`src/rtl/lfc_pkg.sv`:
```
// ----------------------------------------------------------------------------
// lfc_pkg: shared definitions of the line follow controller
// Field widths, fixed hold times, mode and register codes, the configuration
// record and the command and status records between controller and datapath.
// ----------------------------------------------------------------------------
`default_nettype none

package lfc_pkg;

  localparam int unsigned SENSOR_BITS   = 12;
  localparam int unsigned VEL_BITS      = 13;
  localparam int unsigned HOLD_BITS     = 14;
  localparam int unsigned MODE_BITS     = 2;
  localparam int unsigned THR_BITS      = 14;
  localparam int unsigned SPEED_BITS    = 11;
  localparam int unsigned GAIN_BITS     = 12;
  localparam int unsigned LIMIT_BITS    = 4;
  localparam int unsigned TURN_MS_BITS  = 13;
  localparam int unsigned ERR_BITS      = 15;
  localparam int unsigned ERR_FRAC      = 14;
  localparam int unsigned REG_IDX_BITS  = 3;
  localparam int unsigned APB_ADDR_BITS = REG_IDX_BITS + 2;
  localparam int unsigned APB_DATA_BITS = 32;

  localparam logic [HOLD_BITS-1:0] HOLD_PERIOD = 14'd100;
  localparam logic [HOLD_BITS-1:0] HOLD_START  = 14'd5100;
  localparam logic [HOLD_BITS-1:0] HOLD_BODY   = 14'd533;

  localparam logic [MODE_BITS-1:0] MODE_START  = 2'd0;
  localparam logic [MODE_BITS-1:0] MODE_SEEK   = 2'd1;
  localparam logic [MODE_BITS-1:0] MODE_FOLLOW = 2'd2;

  localparam logic [REG_IDX_BITS-1:0] REG_CRUISE  = 3'd0;
  localparam logic [REG_IDX_BITS-1:0] REG_GAIN    = 3'd1;
  localparam logic [REG_IDX_BITS-1:0] REG_LOST    = 3'd2;
  localparam logic [REG_IDX_BITS-1:0] REG_BRIGHT  = 3'd3;
  localparam logic [REG_IDX_BITS-1:0] REG_JOIN    = 3'd4;
  localparam logic [REG_IDX_BITS-1:0] REG_LIMIT   = 3'd5;
  localparam logic [REG_IDX_BITS-1:0] REG_QUARTER = 3'd6;
  localparam logic [REG_IDX_BITS-1:0] REG_HALF    = 3'd7;

  localparam logic [SPEED_BITS-1:0]   RST_CRUISE  = 11'd384;
  localparam logic [GAIN_BITS-1:0]    RST_GAIN    = 12'd2048;
  localparam logic [THR_BITS-1:0]     RST_LOST    = 14'd1000;
  localparam logic [THR_BITS-1:0]     RST_BRIGHT  = 14'd2500;
  localparam logic [THR_BITS-1:0]     RST_JOIN    = 14'd2400;
  localparam logic [LIMIT_BITS-1:0]   RST_LIMIT   = 4'd10;
  localparam logic [TURN_MS_BITS-1:0] RST_QUARTER = 13'd1267;
  localparam logic [TURN_MS_BITS-1:0] RST_HALF    = 13'd2533;

  typedef struct packed {
    logic [SPEED_BITS-1:0]   cruise_speed;
    logic [GAIN_BITS-1:0]    turn_gain;
    logic [THR_BITS-1:0]     lost_threshold;
    logic [THR_BITS-1:0]     bright_threshold;
    logic [THR_BITS-1:0]     join_threshold;
    logic [LIMIT_BITS-1:0]   straight_limit;
    logic [TURN_MS_BITS-1:0] quarter_turn_ms;
    logic [TURN_MS_BITS-1:0] half_turn_ms;
  } cfg_t;

  typedef enum logic [2:0] {
    CMD_STOP,
    CMD_FWD,
    CMD_HELD,
    CMD_BODY,
    CMD_SPIN_Q,
    CMD_SPIN_H,
    CMD_STEER
  } cmd_kind_e;

  typedef struct packed {
    logic                 load_sens;
    logic                 div_start;
    logic                 mul_load;
    logic                 out_load;
    cmd_kind_e            kind;
    logic                 last;
    logic [MODE_BITS-1:0] mode_now;
  } dp_cmd_t;

  typedef struct packed {
    logic sum_gt_join;
    logic sum_lt_lost;
    logic sum_gt_bright;
    logic div_busy;
    logic out_busy;
  } dp_status_t;

endpackage

`default_nettype wire

```
`src/rtl/lfc_if.sv`:
```
// ----------------------------------------------------------------------------
// lfc_if: sensor and wheel command channels
// Valid/ready channels that carry one control period's sensor readings and
// one timed wheel command.
// ----------------------------------------------------------------------------
`default_nettype none

interface lfc_sens_if import lfc_pkg::*; #(
  parameter int unsigned SensorBits = SENSOR_BITS
) ();
  logic                  valid;
  logic                  ready;
  logic [SensorBits-1:0] left_sensor;
  logic [SensorBits-1:0] center_sensor;
  logic [SensorBits-1:0] right_sensor;

  modport source (output valid, output left_sensor, output center_sensor,
                  output right_sensor, input ready);
  modport sink   (input valid, input left_sensor, input center_sensor,
                  input right_sensor, output ready);
endinterface

interface lfc_cmd_if import lfc_pkg::*; ();
  logic                       valid;
  logic                       ready;
  logic signed [VEL_BITS-1:0] left_velocity;
  logic signed [VEL_BITS-1:0] right_velocity;
  logic [HOLD_BITS-1:0]       hold_ms;
  logic [MODE_BITS-1:0]       mode_now;
  logic                       last;

  modport source (output valid, output left_velocity, output right_velocity,
                  output hold_ms, output mode_now, output last, input ready);
  modport sink   (input valid, input left_velocity, input right_velocity,
                  input hold_ms, input mode_now, input last, output ready);
endinterface

`default_nettype wire

```
`src/rtl/line_follow_controller.sv`:
```
// ----------------------------------------------------------------------------
// line_follow_controller: three-sensor line follower
// Turns each control period's ground-sensor readings into one or two timed
// wheel velocity commands under start, seek and follow modes.
// ----------------------------------------------------------------------------
// Each accepted sensor transfer is worked on alone. For start, seek,
// bright-floor and lost-line periods the sequencer passes from the decide
// state to the emit state, which loads the command into the output register.
// The lost-line case loads its second command after the first. A
// proportional steering period starts the 15-step serial divider that forms
// the line error, waits in the divide state until it finishes, and loads the
// steering product in the multiply state before the emit state. The next
// sensor transfer is accepted once the last command is loaded, while it still
// waits to be taken; a stalled output delays further commands.
`default_nettype none

module line_follow_controller import lfc_pkg::*; #(
  parameter int unsigned SensorBits = SENSOR_BITS
) (
  input  wire logic                     clk_i,
  input  wire logic                     rst_ni,
  lfc_sens_if.sink                      sens_i,
  lfc_cmd_if.source                     res_o,
  input  wire logic                     psel,
  input  wire logic                     penable,
  input  wire logic                     pwrite,
  input  wire logic [APB_ADDR_BITS-1:0] paddr,
  input  wire logic [APB_DATA_BITS-1:0] pwdata,
  output logic      [APB_DATA_BITS-1:0] prdata,
  output logic                          pready
);

  cfg_t       cfg;
  dp_cmd_t    dp_cmd;
  dp_status_t dp_status;
  logic       in_ready;

  assign sens_i.ready = in_ready;

  lfc_regs u_regs (
    .clk_i   (clk_i),
    .rst_ni  (rst_ni),
    .psel    (psel),
    .penable (penable),
    .pwrite  (pwrite),
    .paddr   (paddr),
    .pwdata  (pwdata),
    .prdata  (prdata),
    .pready  (pready),
    .cfg_o   (cfg)
  );

  lfc_ctrl u_ctrl (
    .clk_i            (clk_i),
    .rst_ni           (rst_ni),
    .in_valid_i       (sens_i.valid),
    .in_ready_o       (in_ready),
    .straight_limit_i (cfg.straight_limit),
    .status_i         (dp_status),
    .cmd_o            (dp_cmd)
  );

  lfc_dp #(
    .SensorBits (SensorBits)
  ) u_dp (
    .clk_i           (clk_i),
    .rst_ni          (rst_ni),
    .cfg_i           (cfg),
    .cmd_i           (dp_cmd),
    .left_sensor_i   (sens_i.left_sensor),
    .center_sensor_i (sens_i.center_sensor),
    .right_sensor_i  (sens_i.right_sensor),
    .status_o        (dp_status),
    .res_o           (res_o)
  );

endmodule

`default_nettype wire

```
`src/rtl/lfc_regs.sv`:
```
// ----------------------------------------------------------------------------
// lfc_regs: configuration register file
// APB-style register bank holding the speed, gain, threshold and turn settings.
// ----------------------------------------------------------------------------
`default_nettype none

module lfc_regs import lfc_pkg::*; (
  input  wire logic                     clk_i,
  input  wire logic                     rst_ni,
  input  wire logic                     psel,
  input  wire logic                     penable,
  input  wire logic                     pwrite,
  input  wire logic [APB_ADDR_BITS-1:0] paddr,
  input  wire logic [APB_DATA_BITS-1:0] pwdata,
  output logic      [APB_DATA_BITS-1:0] prdata,
  output logic                          pready,
  output cfg_t                          cfg_o
);

  cfg_t                    cfg_q;
  logic                    wr_en;
  logic [REG_IDX_BITS-1:0] idx;

  assign pready = 1'b1;
  assign wr_en  = psel && penable && pwrite;
  assign idx    = paddr[APB_ADDR_BITS-1:2];
  assign cfg_o  = cfg_q;

  always_ff @(posedge clk_i or negedge rst_ni) begin
    if (!rst_ni) begin
      cfg_q.cruise_speed     <= RST_CRUISE;
      cfg_q.turn_gain        <= RST_GAIN;
      cfg_q.lost_threshold   <= RST_LOST;
      cfg_q.bright_threshold <= RST_BRIGHT;
      cfg_q.join_threshold   <= RST_JOIN;
      cfg_q.straight_limit   <= RST_LIMIT;
      cfg_q.quarter_turn_ms  <= RST_QUARTER;
      cfg_q.half_turn_ms     <= RST_HALF;
    end else if (wr_en) begin
      unique case (idx)
        REG_CRUISE:  cfg_q.cruise_speed     <= pwdata[SPEED_BITS-1:0];
        REG_GAIN:    cfg_q.turn_gain        <= pwdata[GAIN_BITS-1:0];
        REG_LOST:    cfg_q.lost_threshold   <= pwdata[THR_BITS-1:0];
        REG_BRIGHT:  cfg_q.bright_threshold <= pwdata[THR_BITS-1:0];
        REG_JOIN:    cfg_q.join_threshold   <= pwdata[THR_BITS-1:0];
        REG_LIMIT:   cfg_q.straight_limit   <= pwdata[LIMIT_BITS-1:0];
        REG_QUARTER: cfg_q.quarter_turn_ms  <= pwdata[TURN_MS_BITS-1:0];
        REG_HALF:    cfg_q.half_turn_ms     <= pwdata[TURN_MS_BITS-1:0];
        default:     cfg_q.half_turn_ms     <= cfg_q.half_turn_ms;
      endcase
    end
  end

  always_comb begin
    unique case (idx)
      REG_CRUISE:  prdata = APB_DATA_BITS'(cfg_q.cruise_speed);
      REG_GAIN:    prdata = APB_DATA_BITS'(cfg_q.turn_gain);
      REG_LOST:    prdata = APB_DATA_BITS'(cfg_q.lost_threshold);
      REG_BRIGHT:  prdata = APB_DATA_BITS'(cfg_q.bright_threshold);
      REG_JOIN:    prdata = APB_DATA_BITS'(cfg_q.join_threshold);
      REG_LIMIT:   prdata = APB_DATA_BITS'(cfg_q.straight_limit);
      REG_QUARTER: prdata = APB_DATA_BITS'(cfg_q.quarter_turn_ms);
      REG_HALF:    prdata = APB_DATA_BITS'(cfg_q.half_turn_ms);
      default:     prdata = '0;
    endcase
  end

endmodule

`default_nettype wire

```
`src/rtl/lfc_div.sv`:
```
// ----------------------------------------------------------------------------
// lfc_div: serial line error divider
// Restoring divider that yields one quotient bit per cycle of the Q1.14 line
// error, for a dividend no larger than the divisor.
// ----------------------------------------------------------------------------
`default_nettype none

module lfc_div import lfc_pkg::*; #(
  parameter int unsigned DivW = SENSOR_BITS + 2
) (
  input  wire logic                clk_i,
  input  wire logic                rst_ni,
  input  wire logic                start_i,
  input  wire logic [DivW-1:0]     dividend_i,
  input  wire logic [DivW-1:0]     divisor_i,
  output logic                     busy_o,
  output logic [ERR_BITS-1:0]      quot_o
);

  localparam int unsigned StepW = $clog2(ERR_BITS);
  localparam logic [StepW-1:0] LastStep = StepW'(ERR_BITS - 1);

  logic             busy_q;
  logic [StepW-1:0] step_q;
  logic [DivW-1:0]  rem_q;
  logic [ERR_BITS-1:0] quot_q;
  logic [DivW:0]    trial;
  logic [DivW:0]    trial_sub;
  logic             ge;

  // The first step compares the dividend itself; later steps shift in zeros.
  assign trial     = (step_q == '0) ? {1'b0, rem_q} : {rem_q, 1'b0};
  assign ge        = trial >= {1'b0, divisor_i};
  assign trial_sub = trial - {1'b0, divisor_i};
  assign busy_o    = busy_q;
  assign quot_o    = quot_q;

  always_ff @(posedge clk_i or negedge rst_ni) begin
    if (!rst_ni) begin
      busy_q <= 1'b0;
      step_q <= '0;
    end else if (start_i) begin
      busy_q <= 1'b1;
      step_q <= '0;
    end else if (busy_q) begin
      step_q <= step_q + 1'b1;
      if (step_q == LastStep) begin
        busy_q <= 1'b0;
      end
    end
  end

  always_ff @(posedge clk_i) begin
    if (start_i) begin
      rem_q  <= dividend_i;
      quot_q <= '0;
    end else if (busy_q) begin
      rem_q  <= ge ? trial_sub[DivW-1:0] : trial[DivW-1:0];
      quot_q <= {quot_q[ERR_BITS-2:0], ge};
    end
  end

endmodule

`default_nettype wire

```
`src/rtl/lfc_dp.sv`:
```
// ----------------------------------------------------------------------------
// lfc_dp: line follow datapath
// Sensor registers, sum and threshold compares, line error divider, steering
// multiplier, velocity selection and saturation, held velocities and the
// output register.
// ----------------------------------------------------------------------------
`default_nettype none

module lfc_dp import lfc_pkg::*; #(
  parameter int unsigned SensorBits = SENSOR_BITS
) (
  input  wire logic                  clk_i,
  input  wire logic                  rst_ni,
  input  wire cfg_t                  cfg_i,
  input  wire dp_cmd_t               cmd_i,
  input  wire logic [SensorBits-1:0] left_sensor_i,
  input  wire logic [SensorBits-1:0] center_sensor_i,
  input  wire logic [SensorBits-1:0] right_sensor_i,
  output dp_status_t                 status_o,
  lfc_cmd_if.source                  res_o
);

  localparam int unsigned SumW  = SensorBits + 2;
  localparam int unsigned CmpW  = (SumW > THR_BITS) ? SumW : THR_BITS;
  localparam int unsigned ProdW = GAIN_BITS + ERR_BITS;
  localparam int unsigned TmagW = ProdW + 1 - ERR_FRAC;
  localparam int unsigned WideW = VEL_BITS + 3;
  localparam logic [ProdW:0] RoundHalf = (ProdW + 1)'(1 << (ERR_FRAC - 1));
  localparam logic signed [WideW-1:0] VelMax = WideW'((1 << (VEL_BITS - 1)) - 1);
  localparam logic signed [WideW-1:0] VelMin = ~VelMax;

  function automatic logic signed [VEL_BITS-1:0] sat_vel(
    input logic signed [WideW-1:0] v
  );
    logic signed [VEL_BITS-1:0] r;
    if (v > VelMax) begin
      r = VelMax[VEL_BITS-1:0];
    end else if (v < VelMin) begin
      r = VelMin[VEL_BITS-1:0];
    end else begin
      r = v[VEL_BITS-1:0];
    end
    return r;
  endfunction

  logic [SensorBits-1:0]      l_q, c_q, r_q;
  logic [SumW-1:0]            sum;
  logic [CmpW-1:0]            sum_c;
  logic                       neg;
  logic [SensorBits-1:0]      diff;
  logic                       div_busy;
  logic [ERR_BITS-1:0]        quot;
  logic [ERR_BITS-1:0]        emag;
  logic [ProdW-1:0]           prod_q;
  logic [ProdW:0]             rnd;
  logic [TmagW-1:0]           tmag;
  logic signed [WideW-1:0]    turn_mag;
  logic signed [WideW-1:0]    turn_w;
  logic signed [WideW-1:0]    cr_w;
  logic signed [VEL_BITS-1:0] cr_v;
  logic signed [VEL_BITS-1:0] sel_l, sel_r;
  logic [HOLD_BITS-1:0]       sel_hold;
  logic signed [VEL_BITS-1:0] held_l_q, held_r_q;
  logic                       out_valid_q;
  logic signed [VEL_BITS-1:0] out_l_q, out_r_q;
  logic [HOLD_BITS-1:0]       out_hold_q;
  logic [MODE_BITS-1:0]       out_mode_q;
  logic                       out_last_q;

  always_ff @(posedge clk_i) begin
    if (cmd_i.load_sens) begin
      l_q <= left_sensor_i;
      c_q <= center_sensor_i;
      r_q <= right_sensor_i;
    end
  end

  assign sum   = SumW'(l_q) + SumW'(c_q) + SumW'(r_q);
  assign sum_c = CmpW'(sum);
  assign neg   = l_q < r_q;
  assign diff  = neg ? (r_q - l_q) : (l_q - r_q);

  assign status_o.sum_gt_join   = sum_c > CmpW'(cfg_i.join_threshold);
  assign status_o.sum_lt_lost   = sum_c < CmpW'(cfg_i.lost_threshold);
  assign status_o.sum_gt_bright = sum_c > CmpW'(cfg_i.bright_threshold);
  assign status_o.div_busy      = div_busy;
  assign status_o.out_busy      = out_valid_q && !res_o.ready;

  lfc_div #(
    .DivW (SumW)
  ) u_div (
    .clk_i      (clk_i),
    .rst_ni     (rst_ni),
    .start_i    (cmd_i.div_start),
    .dividend_i (SumW'(diff)),
    .divisor_i  (sum),
    .busy_o     (div_busy),
    .quot_o     (quot)
  );

  // A zero sum steers straight.
  assign emag = (sum == '0) ? '0 : quot;

  always_ff @(posedge clk_i) begin
    if (cmd_i.mul_load) begin
      prod_q <= ProdW'(cfg_i.turn_gain) * ProdW'(emag);
    end
  end

  assign rnd      = {1'b0, prod_q} + RoundHalf;
  assign tmag     = rnd[ProdW:ERR_FRAC];
  assign turn_mag = WideW'(tmag);
  assign turn_w   = neg ? -turn_mag : turn_mag;
  assign cr_w     = WideW'(cfg_i.cruise_speed);
  assign cr_v     = VEL_BITS'(cfg_i.cruise_speed);

  always_comb begin
    unique case (cmd_i.kind)
      CMD_STOP: begin
        sel_l    = '0;
        sel_r    = '0;
        sel_hold = HOLD_START;
      end
      CMD_FWD: begin
        sel_l    = cr_v;
        sel_r    = cr_v;
        sel_hold = HOLD_PERIOD;
      end
      CMD_HELD: begin
        sel_l    = held_l_q;
        sel_r    = held_r_q;
        sel_hold = HOLD_PERIOD;
      end
      CMD_BODY: begin
        sel_l    = cr_v;
        sel_r    = cr_v;
        sel_hold = HOLD_BODY;
      end
      CMD_SPIN_Q: begin
        sel_l    = -cr_v;
        sel_r    = cr_v;
        sel_hold = HOLD_BITS'(cfg_i.quarter_turn_ms) + HOLD_PERIOD;
      end
      CMD_SPIN_H: begin
        sel_l    = -cr_v;
        sel_r    = cr_v;
        sel_hold = HOLD_BITS'(cfg_i.half_turn_ms) + HOLD_PERIOD;
      end
      CMD_STEER: begin
        sel_l    = sat_vel(cr_w + turn_w);
        sel_r    = sat_vel(cr_w - turn_w);
        sel_hold = HOLD_PERIOD;
      end
      default: begin
        sel_l    = '0;
        sel_r    = '0;
        sel_hold = HOLD_PERIOD;
      end
    endcase
  end

  always_ff @(posedge clk_i or negedge rst_ni) begin
    if (!rst_ni) begin
      out_valid_q <= 1'b0;
      held_l_q    <= '0;
      held_r_q    <= '0;
    end else if (cmd_i.out_load) begin
      out_valid_q <= 1'b1;
      held_l_q    <= sel_l;
      held_r_q    <= sel_r;
    end else if (res_o.ready) begin
      out_valid_q <= 1'b0;
    end
  end

  always_ff @(posedge clk_i) begin
    if (cmd_i.out_load) begin
      out_l_q    <= sel_l;
      out_r_q    <= sel_r;
      out_hold_q <= sel_hold;
      out_mode_q <= cmd_i.mode_now;
      out_last_q <= cmd_i.last;
    end
  end

  assign res_o.valid          = out_valid_q;
  assign res_o.left_velocity  = out_l_q;
  assign res_o.right_velocity = out_r_q;
  assign res_o.hold_ms        = out_hold_q;
  assign res_o.mode_now       = out_mode_q;
  assign res_o.last           = out_last_q;

endmodule

`default_nettype wire

```
`src/rtl/lfc_ctrl.sv`:
```
// ----------------------------------------------------------------------------
// lfc_ctrl: line follow sequencer
// State machine that holds the mode and straight count, decides each control
// period and steps the datapath through division, multiply and output.
// ----------------------------------------------------------------------------
`default_nettype none

module lfc_ctrl import lfc_pkg::*; (
  input  wire logic                  clk_i,
  input  wire logic                  rst_ni,
  input  wire logic                  in_valid_i,
  output logic                       in_ready_o,
  input  wire logic [LIMIT_BITS-1:0] straight_limit_i,
  input  wire dp_status_t            status_i,
  output dp_cmd_t                    cmd_o
);

  typedef enum logic [2:0] {
    S_IDLE,
    S_DECIDE,
    S_DIV,
    S_MUL,
    S_EMIT
  } state_e;

  state_e                state_q, state_d;
  logic [MODE_BITS-1:0]  mode_q, mode_d;
  logic [LIMIT_BITS-1:0] straight_q, straight_d;
  cmd_kind_e             kind_q, kind_d;
  logic                  last_q, last_d;

  assign in_ready_o = (state_q == S_IDLE);

  always_comb begin
    state_d       = state_q;
    mode_d        = mode_q;
    straight_d    = straight_q;
    kind_d        = kind_q;
    last_d        = last_q;
    cmd_o         = '0;
    cmd_o.kind    = kind_q;
    cmd_o.last    = last_q;
    cmd_o.mode_now = mode_q;
    unique case (state_q)
      S_IDLE: begin
        if (in_valid_i) begin
          cmd_o.load_sens = 1'b1;
          state_d         = S_DECIDE;
        end
      end
      S_DECIDE: begin
        state_d = S_EMIT;
        last_d  = 1'b1;
        priority if (mode_q == MODE_SEEK) begin
          if (status_i.sum_gt_join) begin
            kind_d = CMD_FWD;
          end else begin
            kind_d = CMD_HELD;
            mode_d = MODE_FOLLOW;
          end
        end else if (mode_q == MODE_FOLLOW) begin
          priority if (status_i.sum_lt_lost) begin
            straight_d = '0;
            kind_d     = CMD_BODY;
            last_d     = 1'b0;
          end else if (status_i.sum_gt_bright) begin
            if (straight_q >= straight_limit_i) begin
              kind_d     = CMD_SPIN_H;
              straight_d = '0;
            end else begin
              kind_d     = CMD_FWD;
              straight_d = straight_q + 1'b1;
            end
          end else begin
            straight_d      = '0;
            kind_d          = CMD_STEER;
            cmd_o.div_start = 1'b1;
            state_d         = S_DIV;
          end
        end else begin
          // Start mode, and the unused mode code, stop the wheels.
          kind_d = CMD_STOP;
          mode_d = MODE_SEEK;
        end
      end
      S_DIV: begin
        if (!status_i.div_busy) begin
          state_d = S_MUL;
        end
      end
      S_MUL: begin
        cmd_o.mul_load = 1'b1;
        state_d        = S_EMIT;
      end
      S_EMIT: begin
        if (!status_i.out_busy) begin
          cmd_o.out_load = 1'b1;
          if (last_q) begin
            state_d = S_IDLE;
          end else begin
            kind_d = CMD_SPIN_Q;
            last_d = 1'b1;
          end
        end
      end
      default: begin
        state_d = S_IDLE;
      end
    endcase
  end

  always_ff @(posedge clk_i or negedge rst_ni) begin
    if (!rst_ni) begin
      state_q    <= S_IDLE;
      mode_q     <= MODE_START;
      straight_q <= '0;
      kind_q     <= CMD_STOP;
      last_q     <= 1'b0;
    end else begin
      state_q    <= state_d;
      mode_q     <= mode_d;
      straight_q <= straight_d;
      kind_q     <= kind_d;
      last_q     <= last_d;
    end
  end

`ifndef SYNTHESIS
  a_load_free: assert property (@(posedge clk_i) disable iff (!rst_ni)
    cmd_o.out_load |-> !status_i.out_busy)
    else $error("Output register loaded while a transfer is pending.");

  a_accept_decide: assert property (@(posedge clk_i) disable iff (!rst_ni)
    (in_valid_i && in_ready_o) |=> (state_q == S_DECIDE))
    else $error("Accepted sensor transfer did not lead to a decision.");

  a_last_idle: assert property (@(posedge clk_i) disable iff (!rst_ni)
    (cmd_o.out_load && last_q) |=> in_ready_o)
    else $error("Sequencer did not return to idle after the final command.");

  a_div_started: assert property (@(posedge clk_i) disable iff (!rst_ni)
    cmd_o.div_start |=> status_i.div_busy)
    else $error("Divider did not start on request.");
`endif

endmodule

`default_nettype wire

```
`src/flat_wrapper.sv`:
```
// flat-port wrapper written by rule: the top's interface ports become plain ports
module line_follow_controller_flat import lfc_pkg::*;
#(
  parameter int unsigned SensorBits = SENSOR_BITS
)
  (clk_i, rst_ni, psel, penable, pwrite, paddr, pwdata, prdata, pready, sens_i_valid, sens_i_left_sensor, sens_i_center_sensor, sens_i_right_sensor, sens_i_ready, res_o_valid, res_o_left_velocity, res_o_right_velocity, res_o_hold_ms, res_o_mode_now, res_o_last, res_o_ready);
  lfc_sens_if #(.SensorBits(SensorBits)) sens_i_i ();
  lfc_cmd_if res_o_i ();
  input  wire logic clk_i;
  input  wire logic rst_ni;
  input  wire logic psel;
  input  wire logic penable;
  input  wire logic pwrite;
  input  wire logic [APB_ADDR_BITS-1:0] paddr;
  input  wire logic [APB_DATA_BITS-1:0] pwdata;
  output logic      [APB_DATA_BITS-1:0] prdata;
  output logic pready;
  input wire logic [$bits(sens_i_i.valid)-1:0] sens_i_valid;
  input wire logic [$bits(sens_i_i.left_sensor)-1:0] sens_i_left_sensor;
  input wire logic [$bits(sens_i_i.center_sensor)-1:0] sens_i_center_sensor;
  input wire logic [$bits(sens_i_i.right_sensor)-1:0] sens_i_right_sensor;
  output wire logic [$bits(sens_i_i.ready)-1:0] sens_i_ready;
  output wire logic [$bits(res_o_i.valid)-1:0] res_o_valid;
  output wire logic [$bits(res_o_i.left_velocity)-1:0] res_o_left_velocity;
  output wire logic [$bits(res_o_i.right_velocity)-1:0] res_o_right_velocity;
  output wire logic [$bits(res_o_i.hold_ms)-1:0] res_o_hold_ms;
  output wire logic [$bits(res_o_i.mode_now)-1:0] res_o_mode_now;
  output wire logic [$bits(res_o_i.last)-1:0] res_o_last;
  input wire logic [$bits(res_o_i.ready)-1:0] res_o_ready;
  assign sens_i_i.valid = sens_i_valid;
  assign sens_i_i.left_sensor = sens_i_left_sensor;
  assign sens_i_i.center_sensor = sens_i_center_sensor;
  assign sens_i_i.right_sensor = sens_i_right_sensor;
  assign sens_i_ready = sens_i_i.ready;
  assign res_o_valid = res_o_i.valid;
  assign res_o_left_velocity = res_o_i.left_velocity;
  assign res_o_right_velocity = res_o_i.right_velocity;
  assign res_o_hold_ms = res_o_i.hold_ms;
  assign res_o_mode_now = res_o_i.mode_now;
  assign res_o_last = res_o_i.last;
  assign res_o_i.ready = res_o_ready;
  line_follow_controller #(.SensorBits(SensorBits)) u_core (.clk_i(clk_i), .rst_ni(rst_ni), .sens_i(sens_i_i), .res_o(res_o_i), .psel(psel), .penable(penable), .pwrite(pwrite), .paddr(paddr), .pwdata(pwdata), .prdata(prdata), .pready(pready));
endmodule
```
`config.mk`:
```
export PLATFORM = sky130hd
export DESIGN_NAME = line_follow_controller_flat
export DESIGN_NICKNAME = d
export VERILOG_FILES = /design/src/rtl/lfc_pkg.sv /design/src/rtl/lfc_if.sv /design/src/rtl/line_follow_controller.sv /design/src/rtl/lfc_regs.sv /design/src/rtl/lfc_div.sv /design/src/rtl/lfc_dp.sv /design/src/rtl/lfc_ctrl.sv /design/src/flat_wrapper.sv
export SDC_FILE = /design/constraint.sdc
export NUM_CORES = 1
export LEC_CHECK = 0
export ABC_AREA = 1
export BUFFER_PORTS_ARGS = -buffer_cell sky130_fd_sc_hd__clkbuf_2
export CORE_MARGIN = 1.5
export CORE_UTILIZATION = 48
export CTS_BUF_LIST = sky130_fd_sc_hd__clkbuf_8
export DETAILED_ROUTE_END_ITERATION = 10
export PLACE_DENSITY = 0.68
export RECOVER_POWER = 25
export SETUP_SLACK_MARGIN = 0.1
export SYNTH_ARGS = -nofsm -noshare
export SYNTH_HDL_FRONTEND = slang
export SYNTH_SLANG_ARGS = --single-unit
```
`constraint.sdc`:
```
create_clock -name clk_i -period 7 [get_ports clk_i]
set_input_delay 1.4 -clock clk_i [delete_from_list [all_inputs] [get_ports clk_i]]
set_output_delay 1.4 -clock clk_i [all_outputs]
set_load 0.01 [all_outputs]
```
Yosys cells after proc, flatten, opt, wreduce, memory -nomap -nowiden
Index checks and enable logic that the tools add are counted.
{"block": "classes", "addsub": 14, "mul": 1, "order_cmp": 10, "n_eq_ne": 27, "n_mux": 61, "bitwise": 1, "reduce_logical": 28}
{"operator": "32-bit case mux with 8 select lines", "n": 1}
{"operator": "14-bit case mux with 4 select lines", "n": 1}
{"operator": "13-bit 2-to-1 mux", "n": 4}
{"operator": "13-bit case mux with 4 select lines", "n": 1}
{"operator": "3-bit 2-to-1 mux", "n": 15}
{"operator": "13-bit case mux with 3 select lines", "n": 1}
{"operator": "12-bit 2-to-1 mux", "n": 3}
{"operator": "16-bit by 13-bit > comparator with 1-bit output (second input constant)", "n": 2}
{"operator": "16-bit by 13-bit < comparator with 1-bit output (second input constant)", "n": 2}
{"operator": "15-bit 2-to-1 mux", "n": 2}
{"operator": "13-bit by 7-bit adder with 14-bit output (second input constant)", "n": 2}
{"operator": "27-bit by 14-bit adder with 28-bit output (second input constant)", "n": 1}
{"operator": "14-bit > comparator", "n": 2}
{"operator": "12-bit by 15-bit multiplier with 27-bit output", "n": 1}
{"operator": "3-bit == test (second input constant)", "n": 8}
{"operator": "12-bit subtractor", "n": 2}
{"operator": "4-bit 2-to-1 mux", "n": 5}
{"operator": "1-bit 2-to-1 mux", "n": 19}
{"operator": "3-bit by 2-bit == test with 1-bit output (second input constant)", "n": 6}
{"operator": "2-bit AND reduction", "n": 9}
{"operator": "12-bit by 16-bit adder with 16-bit output", "n": 1}
{"operator": "16-bit 2-to-1 mux", "n": 1}
{"operator": "14-bit negation with 16-bit output", "n": 1}
{"operator": "12-bit by 16-bit subtractor with 16-bit output", "n": 1}
{"operator": "other kinds (30)", "n": 51}
{"block": "totals", "reg_bits": 275, "out_inout_bits": 78, "word_cells": 172}

Depth between registers and ports, before layout
Gate-level depths: netlist of the first run.
{"block": "logic_depth", "word_depth": 9, "depth_mapped": 41, "ltp_nobuf": 41}

Modules after synthesis
Synthesis of the first run repeated with hierarchy kept, for this count alone.
{"block": "hier_totals", "hier_cells": 3187, "area_unflattened_um2": 24452.2}
{"module": "lfc_dp", "instances": 1, "cells_per_inst": 2110, "area_per_inst_um2": 16153.0, "seq_area_each_um2": 3468.3}
{"module": "lfc_regs", "instances": 1, "cells_per_inst": 561, "area_per_inst_um2": 4704.5, "seq_area_each_um2": 2419.8}
{"module": "lfc_div", "instances": 1, "cells_per_inst": 398, "area_per_inst_um2": 2717.6, "seq_area_each_um2": 845.8}
{"module": "lfc_ctrl", "instances": 1, "cells_per_inst": 118, "area_per_inst_um2": 877.1, "seq_area_each_um2": 325.3}

Worst setup path after synthesis of the first run
No wires, ideal clock.
{"block": "synth_timing", "path_kind": "flip-flop to flip-flop", "from": "reg u_core.u_dp.l_q[1]", "to": "reg u_core.u_dp.prod_q[25] (data pin)", "setup_ns": 0.258, "arrival_ns": 7.048, "required_time_ns": 6.742, "path_slack_ns": -0.306, "path_stages_with_launch": 37, "n_path_buf": 1, "synth_period_minus_slack_ns": 7.306, "path_cell_list": "edfxtp_1 > inv_1 > fa_1 > inv_1 > ha_1 > inv_1 > fa_1 > inv_1 > nand3_1 > nand3_1 > xor2_1 > nor2_1 > nand3_1 > nor2_1 > inv_1 > clkbuf_1 > nand2_1 > inv_1 > nand2_1 > fa_1 > inv_1 > fa_1 > fa_1 > fa_1 > inv_1 > fa_1 > inv_1 > ha_1 > nand2_1 > nor2_1 > nand2_1 > o21ai_0 > nand2_1 > a21oi_1 > nor2_1 > nand2_1 > nand2_1"}
{"block": "synth_between", "elab_chain_len": 5}
{"item": "start, declared", "line_no": "lfc_dp.sv:46", "rtl": "logic [SensorBits-1:0] l_q, c_q, r_q;"}
{"item": "start signal, assigned", "line_no": "lfc_dp.sv:72", "rtl": "l_q <= left_sensor_i;"}
{"item": "12-bit by 12-bit adder with 13-bit output", "line_no": "lfc_dp.sv:78", "rtl": "assign sum = SumW'(l_q) + SumW'(c_q) + SumW'(r_q);"}
{"item": "13-bit by 12-bit adder with 14-bit output", "line_no": "lfc_dp.sv:78"}
{"item": "14-bit logical NOT", "line_no": "lfc_dp.sv:102", "rtl": "assign emag = (sum == '0) ? '0 : quot;"}
{"item": "15-bit 2-to-1 mux", "line_no": "lfc_dp.sv:102"}
{"item": "12-bit by 15-bit multiplier with 27-bit output", "line_no": "lfc_dp.sv:106", "rtl": "prod_q <= ProdW'(cfg_i.turn_gain) * ProdW'(emag);"}
{"item": "end signal, assigned", "line_no": "lfc_dp.sv:106"}
{"item": "end, declared", "line_no": "lfc_dp.sv:54", "rtl": "logic [ProdW-1:0] prod_q;"}
No other way between the ends.
A chain may end at the register's enable or synchronous reset.

Worst setup path in the final report of the first run
{"block": "layout_timing", "from": "reg u_core.u_dp.r_q[1]", "to": "reg u_core.u_dp.prod_q[23] (data pin)"}
{"block": "layout_between", "elab_chain_len": 4}
{"item": "start, declared", "line_no": "lfc_dp.sv:46"}
{"item": "start signal, assigned", "line_no": "lfc_dp.sv:74", "rtl": "r_q <= right_sensor_i;"}
{"item": "13-bit by 12-bit adder with 14-bit output", "line_no": "lfc_dp.sv:78"}
{"item": "14-bit logical NOT", "line_no": "lfc_dp.sv:102"}
{"item": "15-bit 2-to-1 mux", "line_no": "lfc_dp.sv:102"}
{"item": "12-bit by 15-bit multiplier with 27-bit output", "line_no": "lfc_dp.sv:106"}
No other way between the ends.

==> results of run 1 <==
[routing by layer]
metal / track usage, % / share of wire [%]
met1: 34.59 / 42
met2: 47.24 / 48
met3: 3.419 / 5.8
met4: 11.42 / 4.0
met5: 0 / 0
[power by group through the flow]
stage                     clock [mW]  combinational, mW  sequential, mW
after detailed placement           0               6.63            2.51
after global routing            1.48               7.98            2.55
after global placement             0               6.48            2.49
after CTS                       1.41               6.93            2.49
after floorplan                    0               4.58            2.43
final                           1.39               7.13            2.50
[sequential cells by signal, indices dropped and copies added (netlist names), 2 cells and up]
name                              cells
u_core.u_dp.res_o.hold_ms            14
u_core.u_dp.res_o.right_velocity     13
u_core.u_dp.prod_q                   14
u_core.u_dp.c_q                      12
u_core.u_dp.l_q                      12
u_core.u_dp.held_l_q                 13
u_core.u_dp.u_div.step_q              4
u_core.u_ctrl.state_q                 3
u_core.u_dp.r_q                      12
u_core.u_dp.u_div.quot_o             15
u_core.u_dp.held_r_q                 13
u_core.u_ctrl.mode_q                  2
u_core.u_dp.res_o.left_velocity      13
u_core.u_dp.res_o.mode_now            2
u_core.u_regs.cfg_o                  95
u_core.u_dp.u_div.rem_q              14
u_core.u_ctrl.kind_q                  3
u_core.u_ctrl.straight_q              4
[cells in the mapped netlist, types with 18 or more instances]
library cell	count
buf_4	22
nand2_2	37
edfxtp_1	105
o211ai_1	18
clkbuf_1	56
ha_1	186
dfrtp_1	106
nor2_1	175
nor3_1	32
inv_1	533
o21ai_0	224
dfstp_2	34
xor2_1	56
a21oi_1	122
nand3_1	80
nand2_1	728
fa_1	147
a22oi_1	24
a221oi_1	20
[final timing paths]
path | from | depth (start not counted) | end | slack [ps]
worst min register to register | u_core.u_dp.held_l_q[0]$_DFFE_PN0P_ | 2 | u_core.u_dp.held_l_q[0]$_DFFE_PN0P_ | 480
worst max register to register | u_core.u_dp.r_q[1]$_DFFE_PP_ | 34 | u_core.u_dp.prod_q[23]$_DFFE_PP_ | -60
worst min-delay path | u_core.u_dp.held_l_q[0]$_DFFE_PN0P_ | 2 | u_core.u_dp.held_l_q[0]$_DFFE_PN0P_ | 480
worst max-delay path | u_core.u_dp.r_q[1]$_DFFE_PP_ | 34 | u_core.u_dp.prod_q[23]$_DFFE_PP_ | -60
min in group asynchronous | rst_ni | 1 | u_core.u_dp.held_r_q[11]$_DFFE_PN0P_ | 2280
max in group asynchronous | rst_ni | 2 | u_core.u_regs.cfg_o[90]$_DFFE_PN0P_ | 2040
[repair_timing]
action / in CTS / in global routing
pin swaps: 94 / 60
setup buffers: 13 / 10
endpoints found under the setup margin: 14 / 14
resized for setup: 149 / 99
[cell type report]
type / instances / share of cell area [%]
multi-input cells: 2026 / 52.89
clock inverters: 35 / 0.7033
clock buffers: 51 / 2.579
inverters: 548 / 7.750
well taps: 607 / 2.790
repair buffers: 300 / 7.424
flip-flops and latches: 262 / 25.86
[logic make-up after synthesis]
kind of cell             Yosys count  share of synthesized area, %
adder cells (fa/ha/maj)          333                         22.97
buffers and inverters            634                         10.82
AND/OR/NAND/NOR                 1115                         20.45
multiplexers                       2                       0.08727
other                              2                       0.03274
AO/OA/AOI/OAI                    486                         12.24
flip-flops                       262                         30.68
XOR/XNOR                          71                         2.711
[worst max-delay path: cells and delay by family (launching register included)]
kind            cells  cell delay (ps)
compound gates      2              390
xor+xnor            1              230
fa+ha+maj           9             3700
buf+inv            10              940
flops               1              400
simple gates       12             1090
==> impl_metrics.py, run 1 <==
metrics = {
    "drt": {
        "drt-pass1-iter-count": 8,
        "via_count": 20550,
        "remaining_drc_errors": 0,
        "wire_per_inst_microns": 17.55,
        "ant_nets": 0,
        "wl_microns": 67200,
        "drt-initial-drc-count": 1401,
        "routed_via_density": 5.368,
    },
    "power": {
        "p_total_mw": 11.03,
        "power.switching_mw": 5.429,
        "p_int_mw": 5.598,
        "ir_worst_vdd_v": 0.0003145,
        "p_leak_nw": 13.61,
        "p_clk_share_pct": 12.6,
        "combPwrFrac_pct": 64.7,
        "seqPwrFrac_pct": 22.7,
        "power_density_nw_per_um2": 405.1,
        "switching_share_pct": 49.23,
    },
    "critical_path": {
        "crit_path_end_kind": "flop",
        "crit_top_cell": "fa_1",
        "start_kind": "flop",
        "cp_max_fo": 7,
        "critPathArrivalTime_ps": 7420,
        "cpPeakStageDelay_ps": 530,
        "criticalPathCategory": "reg -> reg",
        "cpMaxStageDelayCell": "fa_1",
        "cp.required_ps": 7360,
    },
    "layout": {
        "multiInputGateArea_sq_um": 14400,
        "num_antenna_cells": 0,
        "layout_common_cells": "678 x nand2_1, 521 x inv_1, 211 x o21ai_0",
        "seq_area_sq_um": 7039,
        "fin_util_pct": 58.09,
        "nFillCells": 4274,
        "drive_above_1_share_pct": 19.99,
        "final_nets": 3597,
        "final_common_cell": "nand2_1",
        "layout.cells.non_filler": 3829,
        "design_area_sq_um": 27220,
        "areaGrowthSynthToFinish_pct": 18.65,
    },
    "sta": {
        "fin_tns_setup_ps": -70.90,
        "min_period_ps": 7056,
        "finalHoldViolCount": 0,
        "finClkSkew_ps": 52.75,
        "period_share_pct": 100.8,
        "drv_slew": 110,
        "rsz0062_at_grt": "yes",
        "fin_ws_ps": -55.94,
        "finalSetupViolCount": 3,
        "hold_ws_ps": 479.6,
        "relSlewSlack_pct": -189.8,
        "max_freq_ghz": 0.1417,
        "tightest_slew_ps": 4347,
    },
    "grt": {
        "grt_start_max_net_pins": 74,
        "antenna_found_initial": 0,
        "gr-total-overflow": 0,
        "grt_pass1_vias": 20660,
        "grt_usage_pct": 27.34,
        "grt_first_pass_wirelength_microns": 107500,
    },
    "die": {
        "die-width_microns": 221.6,
        "die_y_microns": 221.6,
        "core_area_sq_um": 46850,
        "io_pins": 158,
        "start_util_pct": 48.96,
        "dieArea_sq_um": 49110,
        "rows": 79,
    },
    "placed_design": {
        "dp_cells": 3720,
        "place_area_sq_um": 25210,
        "dp_hpwl_microns": 52520,
        "numPortBuffers": 118,
        "gp_congestion": 0.9641,
        "pre_cts_ws_ps": -465.1,
    },
    "synthesis": {
        "yosysWarnings": 0,
        "async_flop_share_pct": 53.44,
        "postSynthAreaPerCell_sq_um": 7.897,
        "seq_area_frac_synth_pct": 30.68,
        "syn_inst": 2905,
        "synth_ff_type": "dfrtp_1",
        "synth_area_leaders": "edfxtp_1 14%, fa_1 13%, nand2_1 12%, dfrtp_1 12%, ha_1 10%",
        "synth_edf_count": 105,
        "yosys.cell_types.count": 63,
        "synth.top_cell.area_share_pct": 13.74,
        "netlist_area_sq_um": 22940,
        "yosys.area.top_type": "edfxtp_1",
        "ys_ff_latch": 262,
    },
    "cts": {
        "h-tree-depth": 2,
        "tritoncts": "yes",
        "clkSinkCount": 262,
        "clkLatencyLatePin_ps": 640,
        "cts.path.max_buffers": 3,
        "cts_root_buf": "clkbuf_8",
        "numCtsBuffers": 46,
        "hold_buffers": 0,
        "clk_pin_slew_ps": 60,
    },
    "job": {
        "drv_cap": 2,
    },
    "outcome": {
        "violations": "capacitance limit, slew limit, setup timing",
        "outcome": "finished with violations",
    },
    "worst_hold_path": {
        "hold_class": "reg -> reg",
    },
}
Note: power is estimated with default switching activity, not from simulation.
==> inputs of run 2 (changes only) <==
ABC_AREA = unset   (was 1)
PLACE_DENSITY = 0.75   (was 0.68)
==> run 2 against run 1 <==
  * Synthesized area rose by 1.7%
  * Final cell count down 13%
  * Clock skew down 10 ps
  * Critical path depth stayed put
  * Die area is 1.7% higher
  * Critical path type unchanged
  * Setup slack lost 900 ps
  * Final area fell by 1.1%
  * The run still ends with capacitance limit, slew limit, setup timing left
==> impl_metrics.py, run 2 <==
metrics = {
    "critical_path": {
        "cp.required_ps": 7370,
        "critPathArrivalTime_ps": 8330,
        "cp_max_fo": 24,
        "cpPeakStageDelay_ps": 540,
        "criticalPathCategory": "reg -> reg",
        "crit_path_end_kind": "flop",
        "cpMaxStageDelayCell": "fa_1",
        "start_kind": "flop",
    },
    "grt": {
        "gr-total-overflow": 0,
        "grt_first_pass_wirelength_microns": 99730,
        "grt_start_max_net_pins": 78,
        "antenna_found_initial": 0,
        "grt_usage_pct": 24.63,
        "grt_pass1_vias": 19580,
    },
    "layout": {
        "areaGrowthSynthToFinish_pct": 15.42,
        "final_common_cell": "inv_1",
        "fin_util_pct": 56.29,
        "num_antenna_cells": 0,
        "design_area_sq_um": 26930,
        "final_nets": 3082,
        "layout_common_cells": "293 x inv_1, 172 x ha_1, 166 x nand2_1",
        "largest_register_ffs": 95,
        "drive_above_1_share_pct": 22.51,
    },
    "die": {
        "start_util_pct": 48.77,
        "core_area_sq_um": 47850,
        "io_pins": 158,
        "rows": 80,
        "dieArea_sq_um": 49940,
        "die-width_microns": 223.5,
        "die_y_microns": 223.5,
    },
    "sta": {
        "drv_slew": 102,
        "tightest_slew_ps": 3628,
        "rsz0062_at_grt": "yes",
        "min_period_ps": 7960,
        "period_share_pct": 113.7,
        "relSlewSlack_pct": -141.9,
        "finClkSkew_ps": 42.34,
        "fin_ws_ps": -960.0,
        "max_freq_ghz": 0.1256,
        "hold_ws_ps": 483.8,
        "finalHoldViolCount": 0,
        "finalSetupViolCount": 14,
        "fin_tns_setup_ps": -9211,
    },
    "cts": {
        "clkSinkCount": 262,
        "cts.path.max_buffers": 3,
        "clk_pin_slew_ps": 60,
        "numCtsBuffers": 45,
        "h-tree-depth": 2,
        "tritoncts": "yes",
        "cts_root_buf": "clkbuf_8",
        "clkLatencyLatePin_ps": 610,
    },
    "outcome": {
        "outcome": "finished with violations",
        "violations": "capacitance limit, slew limit, setup timing",
    },
    "synthesis": {
        "yosysWarnings": 0,
        "netlist_area_sq_um": 23330,
        "postSynthAreaPerCell_sq_um": 9.424,
        "synth_edf_count": 105,
        "async_flop_share_pct": 53.44,
        "seq_area_frac_synth_pct": 30.17,
        "synth_ff_type": "dfrtp_1",
        "syn_inst": 2476,
        "yosys.area.top_type": "edfxtp_1",
        "yosysMostFrequentCell": "inv_1",
        "ys_ff_latch": 262,
        "synth_mux_area_share_pct": 6.708,
        "yosys.cell_types.count": 96,
        "synth-adder-area-share_pct": 22.59,
        "synth_xor_area_share_pct": 4.000,
        "yosys-top-cells-count": "294 x inv_1, 186 x ha_1, 167 x nand2_1",
        "synth_compound_area_share_pct": 14.04,
        "synth-simple-area-share_pct": 14.79,
        "synth.top_cell.area_share_pct": 13.51,
        "synth_top_family_by_area": "adder cells",
        "synth_area_leaders": "edfxtp_1 14%, fa_1 13%, dfrtp_1 11%, ha_1 10%, inv_1 4.7%",
    },
    "drt": {
        "wire_per_inst_microns": 18.60,
        "ant_nets": 0,
        "remaining_drc_errors": 0,
        "routed_via_density": 5.796,
        "via_count": 19250,
        "drt-initial-drc-count": 1674,
        "drt-pass1-iter-count": 5,
        "wl_microns": 61760,
    },
    "placed_design": {
        "dp_hpwl_microns": 46760,
        "gp_congestion": 0.9339,
        "numPortBuffers": 118,
        "place_area_sq_um": 25370,
    },
    "job": {
        "drv_cap": 2,
    },
    "worst_hold_path": {
        "hold_class": "reg -> reg",
    },
}
-- run 2: changes by cell type after synthesis, sizes merged, moves of 53 or more --
cell	previous run	this run
nand2	769	167
inv	538	295
o21ai	229	123
mux2	0	79
and3	1	73
nand3	87	158
xnor2	15	72
clkbuf	56	112
mux2i	2	55
-- run 2: logic make-up after synthesis --
logic type      count (synthesis)
fa+ha+maj                     333
other cells                     2
buf+inv                       446
simple gates                  698
compound gates                492
mux                           139
xor+xnor                      104
flops                         262
-- run 2: path summary, 6_finish.rpt --
kind,startpoint,end,slack [ps],cells after the start
max,u_core.u_dp.l_q[1]$_DFFE_PP_,u_core.u_dp.prod_q[23]$_DFFE_PP_,-960,34
min,u_core.u_dp.u_div.rem_q[13]$_SDFFE_PP0P_,u_core.u_dp.u_div.rem_q[13]$_SDFFE_PP0P_,480,2
max reg2reg,u_core.u_dp.l_q[1]$_DFFE_PP_,u_core.u_dp.prod_q[23]$_DFFE_PP_,-960,34
min reg2reg,u_core.u_dp.u_div.rem_q[13]$_SDFFE_PP0P_,u_core.u_dp.u_div.rem_q[13]$_SDFFE_PP0P_,480,2
max in group asynchronous,rst_ni,u_core.u_regs.cfg_o[45]$_DFFE_PN0P_,2480,2
min in group asynchronous,rst_ni,u_core.u_dp.held_r_q[12]$_DFFE_PN0P_,2010,1
-- run 2: worst max-delay path: cells and delay by family (launching register included) --
family,cells,cell delay [ps]
and+or+nand+nor,6,1190
buffers and inverters,11,1100
adders and majority gates,9,3590
DFF,1,420
AOI/OAI and AO/OA,6,1130
xor gates and xnor gates,2,320
-- run 2: per-layer routing --
| metal | wire length (microns) | up-vias | track usage [%] | share of wire, % |
|---|---|---|---|---|
| li1 | - | 8976 | - | - |
| met1 | 26080 | 9419 | 32.27 | 42 |
| met2 | 29650 | 711 | 41.41 | 48 |
| met3 | 3939 | 144 | 3.648 | 6.4 |
| met4 | 2099 | 0 | 8.980 | 3.4 |
| met5 | 0 | - | 0 | 0 |
-- run 2: timing repair --
action	4_1_cts	5_1_grt
setup endpoints to repair	14	14
gates cloned	1	0
setup buffers	12	5
pin swaps	36	65
gates resized for setup	45	79
hold buffers	0	0
-- run 2: area by class of cell --
type	instances	area [sq um]
flip-flops and latches	262	7039
inverters	295	1110
clock buffers	55	757.0
repair buffers	280	1886
multi-input cells	1785	15170
well taps	615	769.5
clock inverters	29	197.7
fillers	4131	20910
-- run 2: stage by stage --
step	cells	worst slack [ps]
final	3321	-960.0
after global routing	3321	-1265
after CTS	3322	-1011
after detailed placement	3225	-1240
after global placement	3225	-1043
after floorplan	2493	-1005
Power of run 2 is not shown: default switching activity piles up to over one toggle a cycle in this logic, so the estimate is an artifact.
